<file path="src/rtl/asmcls_pkg.sv">
package asmcls_pkg;

   localparam int MAX_LINE_LENGTH = 255;
   localparam int LINE_COUNT_BITS = 24;

   localparam int COL_W     = $clog2(MAX_LINE_LENGTH + 1);
   localparam int BYTE_W    = 8;
   localparam int KIND_W    = 2;
   localparam int LINE_NO_W = 24;
   localparam int FIELD_W   = 8;

   localparam logic [COL_W-1:0] COL_MAX = COL_W'(MAX_LINE_LENGTH);
   localparam logic [LINE_COUNT_BITS-1:0] LINE_CNT_MAX = '1;

   localparam logic [BYTE_W-1:0] CHAR_NEWLINE  = 8'd10;
   localparam logic [BYTE_W-1:0] CHAR_TAB      = 8'd9;
   localparam logic [BYTE_W-1:0] CHAR_CR       = 8'd13;
   localparam logic [BYTE_W-1:0] CHAR_SPACE    = 8'd32;
   localparam logic [BYTE_W-1:0] CHAR_PERCENT  = 8'd37;
   localparam logic [BYTE_W-1:0] CHAR_COLON    = 8'd58;
   localparam logic [BYTE_W-1:0] COMMENT_RESET = 8'd59;

   localparam logic [KIND_W-1:0] KIND_INSTRUCTION = 2'd0;
   localparam logic [KIND_W-1:0] KIND_LABEL       = 2'd1;
   localparam logic [KIND_W-1:0] KIND_DIRECTIVE   = 2'd2;

   typedef struct packed {
      logic [KIND_W-1:0]    line_kind;
      logic [LINE_NO_W-1:0] src_line;
      logic [FIELD_W-1:0]   name_start;
      logic [FIELD_W-1:0]   name_length;
      logic [FIELD_W-1:0]   rest_start;
      logic [FIELD_W-1:0]   rest_length;
      logic                 too_long;
   } rsp_payload_type;

   function automatic logic is_space_char(input logic [BYTE_W-1:0] b);
      return (b == CHAR_SPACE) || ((b >= CHAR_TAB) && (b <= CHAR_CR));
   endfunction

   // Inclusive span length, saturated at the maximum line length.
   function automatic logic [COL_W-1:0] span_len(input logic [COL_W-1:0] s,
                                                 input logic [COL_W-1:0] e);
      logic [COL_W:0] n;
      n = {1'b0, e} - {1'b0, s} + {{COL_W{1'b0}}, 1'b1};
      if (n > {1'b0, COL_MAX}) begin
         return COL_MAX;
      end
      return n[COL_W-1:0];
   endfunction

   function automatic logic [FIELD_W-1:0] to_field(input logic [COL_W-1:0] v);
      logic [31:0] w;
      w = 32'(v);
      return w[FIELD_W-1:0];
   endfunction

   function automatic logic [LINE_NO_W-1:0] to_line_no(
      input logic [LINE_COUNT_BITS-1:0] v);
      logic [31:0] w;
      w = 32'(v);
      return w[LINE_NO_W-1:0];
   endfunction

endpackage

</file>
<file path="src/rtl/asmcls_req_if.sv">
interface asmcls_req_if;
   logic                            valid;
   logic                            ready;
   logic [asmcls_pkg::BYTE_W-1:0]   text_byte;
   logic                            end_of_text;

   modport source (output valid, output text_byte, output end_of_text, input ready);
   modport sink   (input valid, input text_byte, input end_of_text, output ready);
endinterface

</file>
<file path="src/rtl/asmcls_rsp_if.sv">
interface asmcls_rsp_if;
   logic                              valid;
   logic                              ready;
   logic [asmcls_pkg::KIND_W-1:0]     line_kind;
   logic [asmcls_pkg::LINE_NO_W-1:0]  src_line;
   logic [asmcls_pkg::FIELD_W-1:0]    name_start;
   logic [asmcls_pkg::FIELD_W-1:0]    name_length;
   logic [asmcls_pkg::FIELD_W-1:0]    rest_start;
   logic [asmcls_pkg::FIELD_W-1:0]    rest_length;
   logic                              too_long;

   modport source (output valid, output line_kind, output src_line, output name_start,
                   output name_length, output rest_start, output rest_length,
                   output too_long, input ready);
   modport sink   (input valid, input line_kind, input src_line, input name_start,
                   input name_length, input rest_start, input rest_length,
                   input too_long, output ready);
endinterface

</file>
<file path="src/rtl/assembly_line_classifier_top.sv">
// A line's result is written to the result register when the byte that ends its line leaves the input register.
// Throughput: one byte per cycle; the per-byte column update and line summary are one
// combinational pass between the input register and the result register. Only a byte
// that ends a line waits, and only while the previous result has not been taken.
// Reset is synchronous and active high: it empties both registers, clears the line
// state and the line counter, and sets the comment character to ';'.
module assembly_line_classifier_top (
   input  logic                          clock,
   input  logic                          reset,
   asmcls_req_if.sink                    req_ch,
   asmcls_rsp_if.source                  rsp_ch,
   input  logic                          csr_we,
   input  logic [asmcls_pkg::BYTE_W-1:0] csr_wdata
);
   import asmcls_pkg::*;

   logic [BYTE_W-1:0] comment_char_ff;

   // Input register.
   logic              s1_valid_ff, s1_valid_in;
   logic [BYTE_W-1:0] s1_byte_ff;
   logic              s1_last_ff;
   logic              s1_advance;

   // Result register.
   logic            rsp_valid_ff, rsp_valid_in;
   rsp_payload_type rsp_ff, rsp_in;
   logic            emit;

   // Line state.
   logic [LINE_COUNT_BITS-1:0] line_cnt_ff, line_cnt_in;
   logic [COL_W-1:0] column_ff, column_in;
   logic in_comment_ff, in_comment_in;
   logic [COL_W-1:0] content_start_ff, content_start_in;
   logic seen_content_ff, seen_content_in;
   logic starts_percent_ff, starts_percent_in;
   logic space_seen_ff, space_seen_in;
   logic colon_seen_ff, colon_seen_in;
   logic [COL_W-1:0] first_colon_col_ff, first_colon_col_in;
   logic [COL_W-1:0] last_ns_col_ff, last_ns_col_in;
   logic last_was_colon_ff, last_was_colon_in;
   logic [COL_W-1:0] last_ns_before_space_ff, last_ns_before_space_in;
   logic [COL_W-1:0] last_ns_before_colon_ff, last_ns_before_colon_in;
   logic after_space_seen_ff, after_space_seen_in;
   logic [COL_W-1:0] first_ns_after_space_ff, first_ns_after_space_in;
   logic dname_seen_ff, dname_seen_in;
   logic [COL_W-1:0] dname_start_ff, dname_start_in;
   logic overflow_ff, overflow_in;

   // A byte that produces no result never waits for the result register.
   assign s1_advance   = s1_valid_ff && (!emit || !rsp_valid_ff || rsp_ch.ready);
   assign req_ch.ready = !s1_valid_ff || s1_advance;
   assign s1_valid_in  = req_ch.valid ? 1'b1 : (s1_valid_ff && !s1_advance);

   always_comb begin
      logic [COL_W-1:0] v_column, col, name_end, ns, nl, rs, rl;
      logic v_in_comment, v_seen, v_percent, v_space, v_colon, v_lwc, v_after;
      logic v_dname, v_ovf, is_nl, end_line;
      logic [COL_W-1:0] v_cstart, v_fcolon, v_lns, v_lnbs, v_lnbc, v_fnas, v_dstart;
      logic [KIND_W-1:0] kind;
      logic [LINE_COUNT_BITS-1:0] cnt_inc;

      v_column     = column_ff;
      v_in_comment = in_comment_ff;
      v_cstart     = content_start_ff;
      v_seen       = seen_content_ff;
      v_percent    = starts_percent_ff;
      v_space      = space_seen_ff;
      v_colon      = colon_seen_ff;
      v_fcolon     = first_colon_col_ff;
      v_lns        = last_ns_col_ff;
      v_lwc        = last_was_colon_ff;
      v_lnbs       = last_ns_before_space_ff;
      v_lnbc       = last_ns_before_colon_ff;
      v_after      = after_space_seen_ff;
      v_fnas       = first_ns_after_space_ff;
      v_dname      = dname_seen_ff;
      v_dstart     = dname_start_ff;
      v_ovf        = overflow_ff;
      col          = column_ff;
      is_nl        = (s1_byte_ff == CHAR_NEWLINE);
      end_line     = is_nl || s1_last_ff;

      if (!is_nl) begin
         // Bytes past the maximum length all land on the last column.
         if (column_ff == COL_MAX) begin
            v_ovf = 1'b1;
         end else begin
            v_column = column_ff + COL_W'(1);
         end
         if (in_comment_ff) begin
         end else if (s1_byte_ff == comment_char_ff) begin
            v_in_comment = 1'b1;
         end else if (is_space_char(s1_byte_ff)) begin
            if ((s1_byte_ff == CHAR_SPACE) && seen_content_ff && !space_seen_ff) begin
               v_space = 1'b1;
            end
         end else begin
            if (!seen_content_ff) begin
               v_seen    = 1'b1;
               v_cstart  = col;
               v_percent = (s1_byte_ff == CHAR_PERCENT);
            end else if (starts_percent_ff && !space_seen_ff && !dname_seen_ff) begin
               v_dname  = 1'b1;
               v_dstart = col;
            end
            if (!space_seen_ff) begin
               v_lnbs = col;
            end else if (!after_space_seen_ff) begin
               v_after = 1'b1;
               v_fnas  = col;
            end
            if (!colon_seen_ff) begin
               if (s1_byte_ff == CHAR_COLON) begin
                  v_colon  = 1'b1;
                  v_fcolon = col;
               end else begin
                  v_lnbc = col;
               end
            end
            v_lns = col;
            v_lwc = (s1_byte_ff == CHAR_COLON);
         end
      end

      name_end = v_space ? v_lnbs : v_lns;
      ns = '0;
      nl = '0;
      rs = '0;
      rl = '0;
      if (v_percent) begin
         kind = KIND_DIRECTIVE;
         if (v_dname) begin
            ns = v_dstart;
            nl = span_len(v_dstart, name_end);
         end
      end else if (v_lwc) begin
         kind = KIND_LABEL;
         // A lone colon is a label with an empty name.
         if (v_fcolon != v_cstart) begin
            ns = v_cstart;
            nl = span_len(v_cstart, v_lnbc);
         end
      end else begin
         kind = KIND_INSTRUCTION;
         ns   = v_cstart;
         nl   = span_len(v_cstart, name_end);
      end
      if ((kind != KIND_LABEL) && v_space && v_after) begin
         rs = v_fnas;
         rl = span_len(v_fnas, v_lns);
      end

      cnt_inc = (line_cnt_ff != LINE_CNT_MAX) ? line_cnt_ff + LINE_COUNT_BITS'(1)
                                              : line_cnt_ff;
      emit = end_line && v_seen;

      rsp_in.line_kind   = kind;
      rsp_in.src_line    = to_line_no(cnt_inc);
      rsp_in.name_start  = to_field(ns);
      rsp_in.name_length = to_field(nl);
      rsp_in.rest_start  = to_field(rs);
      rsp_in.rest_length = to_field(rl);
      rsp_in.too_long    = v_ovf;

      if (end_line) begin
         line_cnt_in             = s1_last_ff ? '0 : cnt_inc;
         column_in               = '0;
         in_comment_in           = 1'b0;
         content_start_in        = '0;
         seen_content_in         = 1'b0;
         starts_percent_in       = 1'b0;
         space_seen_in           = 1'b0;
         colon_seen_in           = 1'b0;
         first_colon_col_in      = '0;
         last_ns_col_in          = '0;
         last_was_colon_in       = 1'b0;
         last_ns_before_space_in = '0;
         last_ns_before_colon_in = '0;
         after_space_seen_in     = 1'b0;
         first_ns_after_space_in = '0;
         dname_seen_in           = 1'b0;
         dname_start_in          = '0;
         overflow_in             = 1'b0;
      end else begin
         line_cnt_in             = line_cnt_ff;
         column_in               = v_column;
         in_comment_in           = v_in_comment;
         content_start_in        = v_cstart;
         seen_content_in         = v_seen;
         starts_percent_in       = v_percent;
         space_seen_in           = v_space;
         colon_seen_in           = v_colon;
         first_colon_col_in      = v_fcolon;
         last_ns_col_in          = v_lns;
         last_was_colon_in       = v_lwc;
         last_ns_before_space_in = v_lnbs;
         last_ns_before_colon_in = v_lnbc;
         after_space_seen_in     = v_after;
         first_ns_after_space_in = v_fnas;
         dname_seen_in           = v_dname;
         dname_start_in          = v_dstart;
         overflow_in             = v_ovf;
      end
   end

   assign rsp_valid_in = (s1_advance && emit) ? 1'b1 : (rsp_valid_ff && !rsp_ch.ready);

   always_ff @(posedge clock) begin
      if (reset) begin
         comment_char_ff <= COMMENT_RESET;
      end else if (csr_we) begin
         comment_char_ff <= csr_wdata;
      end
   end

   always_ff @(posedge clock) begin
      if (reset) begin
         s1_valid_ff  <= 1'b0;
         rsp_valid_ff <= 1'b0;
      end else begin
         s1_valid_ff  <= s1_valid_in;
         rsp_valid_ff <= rsp_valid_in;
      end
   end

   always_ff @(posedge clock) begin
      if (req_ch.valid && req_ch.ready) begin
         s1_byte_ff <= req_ch.text_byte;
         s1_last_ff <= req_ch.end_of_text;
      end
      if (s1_advance && emit) begin
         rsp_ff <= rsp_in;
      end
   end

   always_ff @(posedge clock) begin
      if (reset) begin
         line_cnt_ff             <= '0;
         column_ff               <= '0;
         in_comment_ff           <= 1'b0;
         content_start_ff        <= '0;
         seen_content_ff         <= 1'b0;
         starts_percent_ff       <= 1'b0;
         space_seen_ff           <= 1'b0;
         colon_seen_ff           <= 1'b0;
         first_colon_col_ff      <= '0;
         last_ns_col_ff          <= '0;
         last_was_colon_ff       <= 1'b0;
         last_ns_before_space_ff <= '0;
         last_ns_before_colon_ff <= '0;
         after_space_seen_ff     <= 1'b0;
         first_ns_after_space_ff <= '0;
         dname_seen_ff           <= 1'b0;
         dname_start_ff          <= '0;
         overflow_ff             <= 1'b0;
      end else if (s1_advance) begin
         line_cnt_ff             <= line_cnt_in;
         column_ff               <= column_in;
         in_comment_ff           <= in_comment_in;
         content_start_ff        <= content_start_in;
         seen_content_ff         <= seen_content_in;
         starts_percent_ff       <= starts_percent_in;
         space_seen_ff           <= space_seen_in;
         colon_seen_ff           <= colon_seen_in;
         first_colon_col_ff      <= first_colon_col_in;
         last_ns_col_ff          <= last_ns_col_in;
         last_was_colon_ff       <= last_was_colon_in;
         last_ns_before_space_ff <= last_ns_before_space_in;
         last_ns_before_colon_ff <= last_ns_before_colon_in;
         after_space_seen_ff     <= after_space_seen_in;
         first_ns_after_space_ff <= first_ns_after_space_in;
         dname_seen_ff           <= dname_seen_in;
         dname_start_ff          <= dname_start_in;
         overflow_ff             <= overflow_in;
      end
   end

   assign rsp_ch.valid       = rsp_valid_ff;
   assign rsp_ch.line_kind   = rsp_ff.line_kind;
   assign rsp_ch.src_line    = rsp_ff.src_line;
   assign rsp_ch.name_start  = rsp_ff.name_start;
   assign rsp_ch.name_length = rsp_ff.name_length;
   assign rsp_ch.rest_start  = rsp_ff.rest_start;
   assign rsp_ch.rest_length = rsp_ff.rest_length;
   assign rsp_ch.too_long    = rsp_ff.too_long;

endmodule
</file>
<file path="src/flat_wrapper.sv">
// flat-port wrapper written by rule: the top's interface ports become plain ports
module assembly_line_classifier_top_flat import asmcls_pkg::*;
  (clock, reset, csr_we, csr_wdata, req_ch_valid, req_ch_text_byte, req_ch_end_of_text, req_ch_ready, rsp_ch_valid, rsp_ch_line_kind, rsp_ch_src_line, rsp_ch_name_start, rsp_ch_name_length, rsp_ch_rest_start, rsp_ch_rest_length, rsp_ch_too_long, rsp_ch_ready);
  asmcls_req_if req_ch_i ();
  asmcls_rsp_if rsp_ch_i ();
  input  logic clock;
  input  logic reset;
  input  logic csr_we;
  input  logic [asmcls_pkg::BYTE_W-1:0] csr_wdata;
  input wire logic [$bits(req_ch_i.valid)-1:0] req_ch_valid;
  input wire logic [$bits(req_ch_i.text_byte)-1:0] req_ch_text_byte;
  input wire logic [$bits(req_ch_i.end_of_text)-1:0] req_ch_end_of_text;
  output wire logic [$bits(req_ch_i.ready)-1:0] req_ch_ready;
  output wire logic [$bits(rsp_ch_i.valid)-1:0] rsp_ch_valid;
  output wire logic [$bits(rsp_ch_i.line_kind)-1:0] rsp_ch_line_kind;
  output wire logic [$bits(rsp_ch_i.src_line)-1:0] rsp_ch_src_line;
  output wire logic [$bits(rsp_ch_i.name_start)-1:0] rsp_ch_name_start;
  output wire logic [$bits(rsp_ch_i.name_length)-1:0] rsp_ch_name_length;
  output wire logic [$bits(rsp_ch_i.rest_start)-1:0] rsp_ch_rest_start;
  output wire logic [$bits(rsp_ch_i.rest_length)-1:0] rsp_ch_rest_length;
  output wire logic [$bits(rsp_ch_i.too_long)-1:0] rsp_ch_too_long;
  input wire logic [$bits(rsp_ch_i.ready)-1:0] rsp_ch_ready;
  assign req_ch_i.valid = req_ch_valid;
  assign req_ch_i.text_byte = req_ch_text_byte;
  assign req_ch_i.end_of_text = req_ch_end_of_text;
  assign req_ch_ready = req_ch_i.ready;
  assign rsp_ch_valid = rsp_ch_i.valid;
  assign rsp_ch_line_kind = rsp_ch_i.line_kind;
  assign rsp_ch_src_line = rsp_ch_i.src_line;
  assign rsp_ch_name_start = rsp_ch_i.name_start;
  assign rsp_ch_name_length = rsp_ch_i.name_length;
  assign rsp_ch_rest_start = rsp_ch_i.rest_start;
  assign rsp_ch_rest_length = rsp_ch_i.rest_length;
  assign rsp_ch_too_long = rsp_ch_i.too_long;
  assign rsp_ch_i.ready = rsp_ch_ready;
  assembly_line_classifier_top u_core (.clock(clock), .reset(reset), .req_ch(req_ch_i), .rsp_ch(rsp_ch_i), .csr_we(csr_we), .csr_wdata(csr_wdata));
endmodule
</file>
<file path="config.mk">
export PLATFORM = sky130hd
export DESIGN_NAME = assembly_line_classifier_top_flat
export DESIGN_NICKNAME = d
export VERILOG_FILES = /design/src/rtl/asmcls_pkg.sv /design/src/rtl/asmcls_req_if.sv /design/src/rtl/asmcls_rsp_if.sv /design/src/rtl/assembly_line_classifier_top.sv /design/src/flat_wrapper.sv
export SDC_FILE = /design/constraint.sdc
export NUM_CORES = 1
export LEC_CHECK = 0
export BUFFER_PORTS_ARGS = -buffer_cell sky130_fd_sc_hd__buf_2
export CORE_ASPECT_RATIO = 1.75
export CORE_MARGIN = 4
export CORE_UTILIZATION = 45
export CTS_CLUSTER_DIAMETER = 30
export DETAILED_ROUTE_END_ITERATION = 16
export GPL_TIMING_DRIVEN = 0
export HOLD_SLACK_MARGIN = 0.15
export MAX_ROUTING_LAYER = met4
export PLACE_DENSITY = 0.66
export SYNTH_ARGS = -nofsm -noshare
export SYNTH_HDL_FRONTEND = slang
export SYNTH_SLANG_ARGS = --single-unit
</file>
<file path="constraint.sdc">
create_clock -name clock -period 12.1 [get_ports clock]
set_input_delay 2.42 -clock clock [delete_from_list [all_inputs] [get_ports clock]]
set_output_delay 2.42 -clock clock [all_outputs]
set_load 0.005 [all_outputs]
</file>
==> impl_metrics.csv <==
group,metric,value,unit
synth,postSynthAreaPerCell,9.55,um^2
grt,grt_overflow,0,
layout,drive_gt1_share,14.5,%
placed_design,hpwlAfterDp,24.2,mm
floorplan,ios,83,
grt,grt_pass1_wl,49.6,mm
floorplan,rows,73,
pwr,power.total,1.29,mW
timing,finClkSkew,13.1,ps
clock_network,hold_buffers,0,
layout,antenna_cells,0,
synth,synth_top_family_by_area,"compound AO/OA/AOI/OAI gates",
detailed_routing,totalWireLength,31.4,mm
timing,slew_violations,0,
layout,multi_input_area,5780,um^2
layout,nets,1283,
grt,grt_pass1_vias,9177,
detailed_routing,vias,9095,
layout,final_cell_mix,"nor2_1, dfxtp_1, buf_2",
clock_network,numCtsBuffers,17,
synth,synth_simple_gate_area_share,15.6,%
worst_setup_path,slowest_delay,580,ps
grt,grt_max_degree,18,
timing,post-route-min-period,6170,ps
floorplan,core_area,22800,um^2
worst_setup_path,cp_cell_sequence,"xor2_1 -> nor4_2 -> a21oi_1 -> buf_2 -> buf_2 -> a31oi_1 -> clkbuf_1 -> nor2_1 -> a21oi_1 -> ha_1 -> ha_1 -> a21oi_1 -> o211ai_1 -> o41ai_1 -> xnor2_1 -> a221oi_1 -> inv_1 -> a41oi_1",
timing,worst_pin_slew,989,ps
grt,track_usage,25.8,%
synth,synth_top_area_share,20.5,%
flow_run,max-cap-violations,0,
detailed_routing,drtIter0Drc,583,
synth,async_reset_ff_share,0,%
pwr,leakagePower,4.84,nW
synth,synth_area_leaders,"dfxtp_1, edfxtp_1, ha_1, mux2i_1, nor2_1",
synth,yosys.area.top_type,"dfxtp_1",
timing,fin_crit_sh,51.0,%
clock_network,h-tree-depth,4,
synth,synth_ff_type,"dfxtp_1",
pwr,power.share.sequential,48.6,%
worst_setup_path,cp.required,12390,ps
detailed_routing,dr.pass1.iters,5,
worst_setup_path,crit_path_frequent_cell,"a21oi_1",
placed_design,portBuffers,81,
worst_setup_path,cp-start-kind,"flip-flop",
synth,yosysUniqueCellTypes,75,
clock_network,clkTransAtPathRegs,70,ps
detailed_routing,viasPerCell,6.02,
synth,synth_adder_area_share,7.71,%
timing,hold_viol,0,
clock_network,insertion_delay,450,ps
pwr,p_comb_share,8.5,%
synth,synth_compound_area_share,20.1,%
layout,regArea,4180,um^2
placed_design,gp_congestion,0.999,
pwr,p_int,0.951,mW
pwr,power.share.clock,42.8,%
detailed_routing,wire_per_inst,20.8,um
synth,synth.area.mux_share,6.67,%
floorplan,initial_core_util,45.8,%
clock_network,cts-root-buf,"clkbuf_16",
layout,area_growth,13.6,%
floorplan,dieArea,25800,um^2
timing,setup_viol,0,
clock_network,cts_tree,"built",
synth,synthCells,1094,
synth,syn_area,10500,um^2
floorplan,die_w,123,um
synth,synth.yosys.seq_area_share,40.0,%
worst_setup_path,startpoint,"u_core.s1_byte_ff[3]",
clock_network,cts.sinks,175,
worst_setup_path,slowest_stage,"a221oi_1",
synth,synth_nets,1178,
run_status,status,"completed",
pwr,p_switching,0.340,mW
pwr,power_density,109,nW/um^2
pwr,swShare,26.3,%
synth,synth_xor_area_share,5.20,%
pwr,max-vdd-ir-drop,0.0907,mV
worst_setup_path,r2r-start,"u_core.s1_byte_ff[3]",
min_path,hold_start,"u_core.overflow_ff",
synth,synth_edf_count,68,
clock_network,post-cts-setup-buffers,0,
timing,slew_headroom,33.8,%
synth,ys_seq_elements,175,
layout,fill_cells,2122,
timing,tns,0,ps
timing,fmax,0.162,GHz
clock_network,cts_resized,0,
worst_setup_path,crit_type,"flip-flop to flip-flop",
timing,rsz0062_at_grt,"false",
min_path,min_path_type,"flip-flop to flip-flop",
synth,yosysWarnings,0,
worst_setup_path,worstSetupEndpointType,"flip-flop",
worst_setup_path,worstPathMaxFanout,10,
clock_network,cts_buffer_depth,2,
detailed_routing,final_antenna_net_count,0,
detailed_routing,drc_errors,0,
grt,antenna_found_initial,0,
worst_setup_path,crit_arrival,6460,ps
floorplan,die_y,210,um
layout,final_common_cell,"nor2_1",
[critical path: cells and delay by family (launching register included)]
family	cells	cell delay, ps
AO/OA/AOI/OAI	8	2830
XOR/XNOR	2	500
adder cells (fa/ha/maj)	2	700
buffers and inverters	4	940
flip-flops	1	490
AND/OR/NAND/NOR	2	540
[worst paths after layout]
check / end / slack (ps) / depth (start not counted)
worst min-delay path: u_core.overflow_ff / 490 / 2
worst max-delay path: u_core.rsp_ch.name_length[3] / 5930 / 18
worst max register to register: u_core.rsp_ch.name_length[3] / 5930 / 18
worst min register to register: u_core.overflow_ff / 490 / 2
[cells in the mapped netlist (12+ instances only)]
cell	number
nor3_1	24
nand2_1	56
o211ai_1	16
mux2_2	13
xnor2_1	29
nand4_1	12
nor2_1	117
a2bb2oi_1	21
a31oi_1	18
xor2_1	33
clkbuf_1	33
o21ai_0	22
nand3_1	28
edfxtp_1	68
inv_1	54
a21o_1	23
buf_2	22
mux2i_1	55
ha_1	58
a22o_1	14
a21oi_1	55
dfxtp_1	107
[area by class of cell]
cell class	count	share of cell area [%]
inverters	55	1.74
flip-flops and latches	175	35.2
clock inverters	15	1.30
repair buffers	86	3.89
multi-input cells	801	48.7
well taps	300	3.16
clock buffers	17	3.58
plain buffers	63	2.41
[cells by family after synthesis]
| group | after synthesis |
|---|---|
| flip-flops | 175 |
| AO/OA/AOI/OAI | 290 |
| adder cells (fa/ha/maj) | 62 |
| multiplexers | 68 |
| XOR/XNOR | 62 |
| buffers and inverters | 118 |
| AND/OR/NAND/NOR | 319 |
[per-stage QoR]
| stage | utilization, % | cells | instance area [um^2] | worst slack [ps] | hold slack, ps |
|---|---|---|---|---|---|
| floorplan | - | 1094 | 10500 | 4570 | 439 |
| global placement | 49.2 | 1475 | 11200 | 2240 | 459 |
| detailed placement | 49.5 | 1480 | 11300 | 6050 | 460 |
| CTS | 52.0 | 1512 | 11900 | 6020 | 483 |
| global route | 52.0 | 1512 | 11900 | 5590 | 520 |
| finish | 52.0 | 1512 | 11900 | 5930 | 488 |
[layer usage]
layer | global-route usage [%] | share of wire (%)
met4 | 17.1 | 7.1
met1 | 26.2 | 36
met3 | 3.86 | 4.4
met2 | 44.9 | 53
met5 | - | 0
[power by group through the flow]
| stage | logic (mW) | registers [mW] | clock network, mW |
|---|---|---|---|
| finish | 0.110 | 0.628 | 0.553 |
| global route | 0.120 | 0.629 | 0.583 |
| CTS | 0.109 | 0.628 | 0.560 |
| detailed placement | 0.109 | 0.641 | 0 |
| global placement | 0.106 | 0.643 | 0 |
| floorplan | 0.0717 | 0.641 | 0 |
No activity file was read; power rests on OpenSTA's default activity.
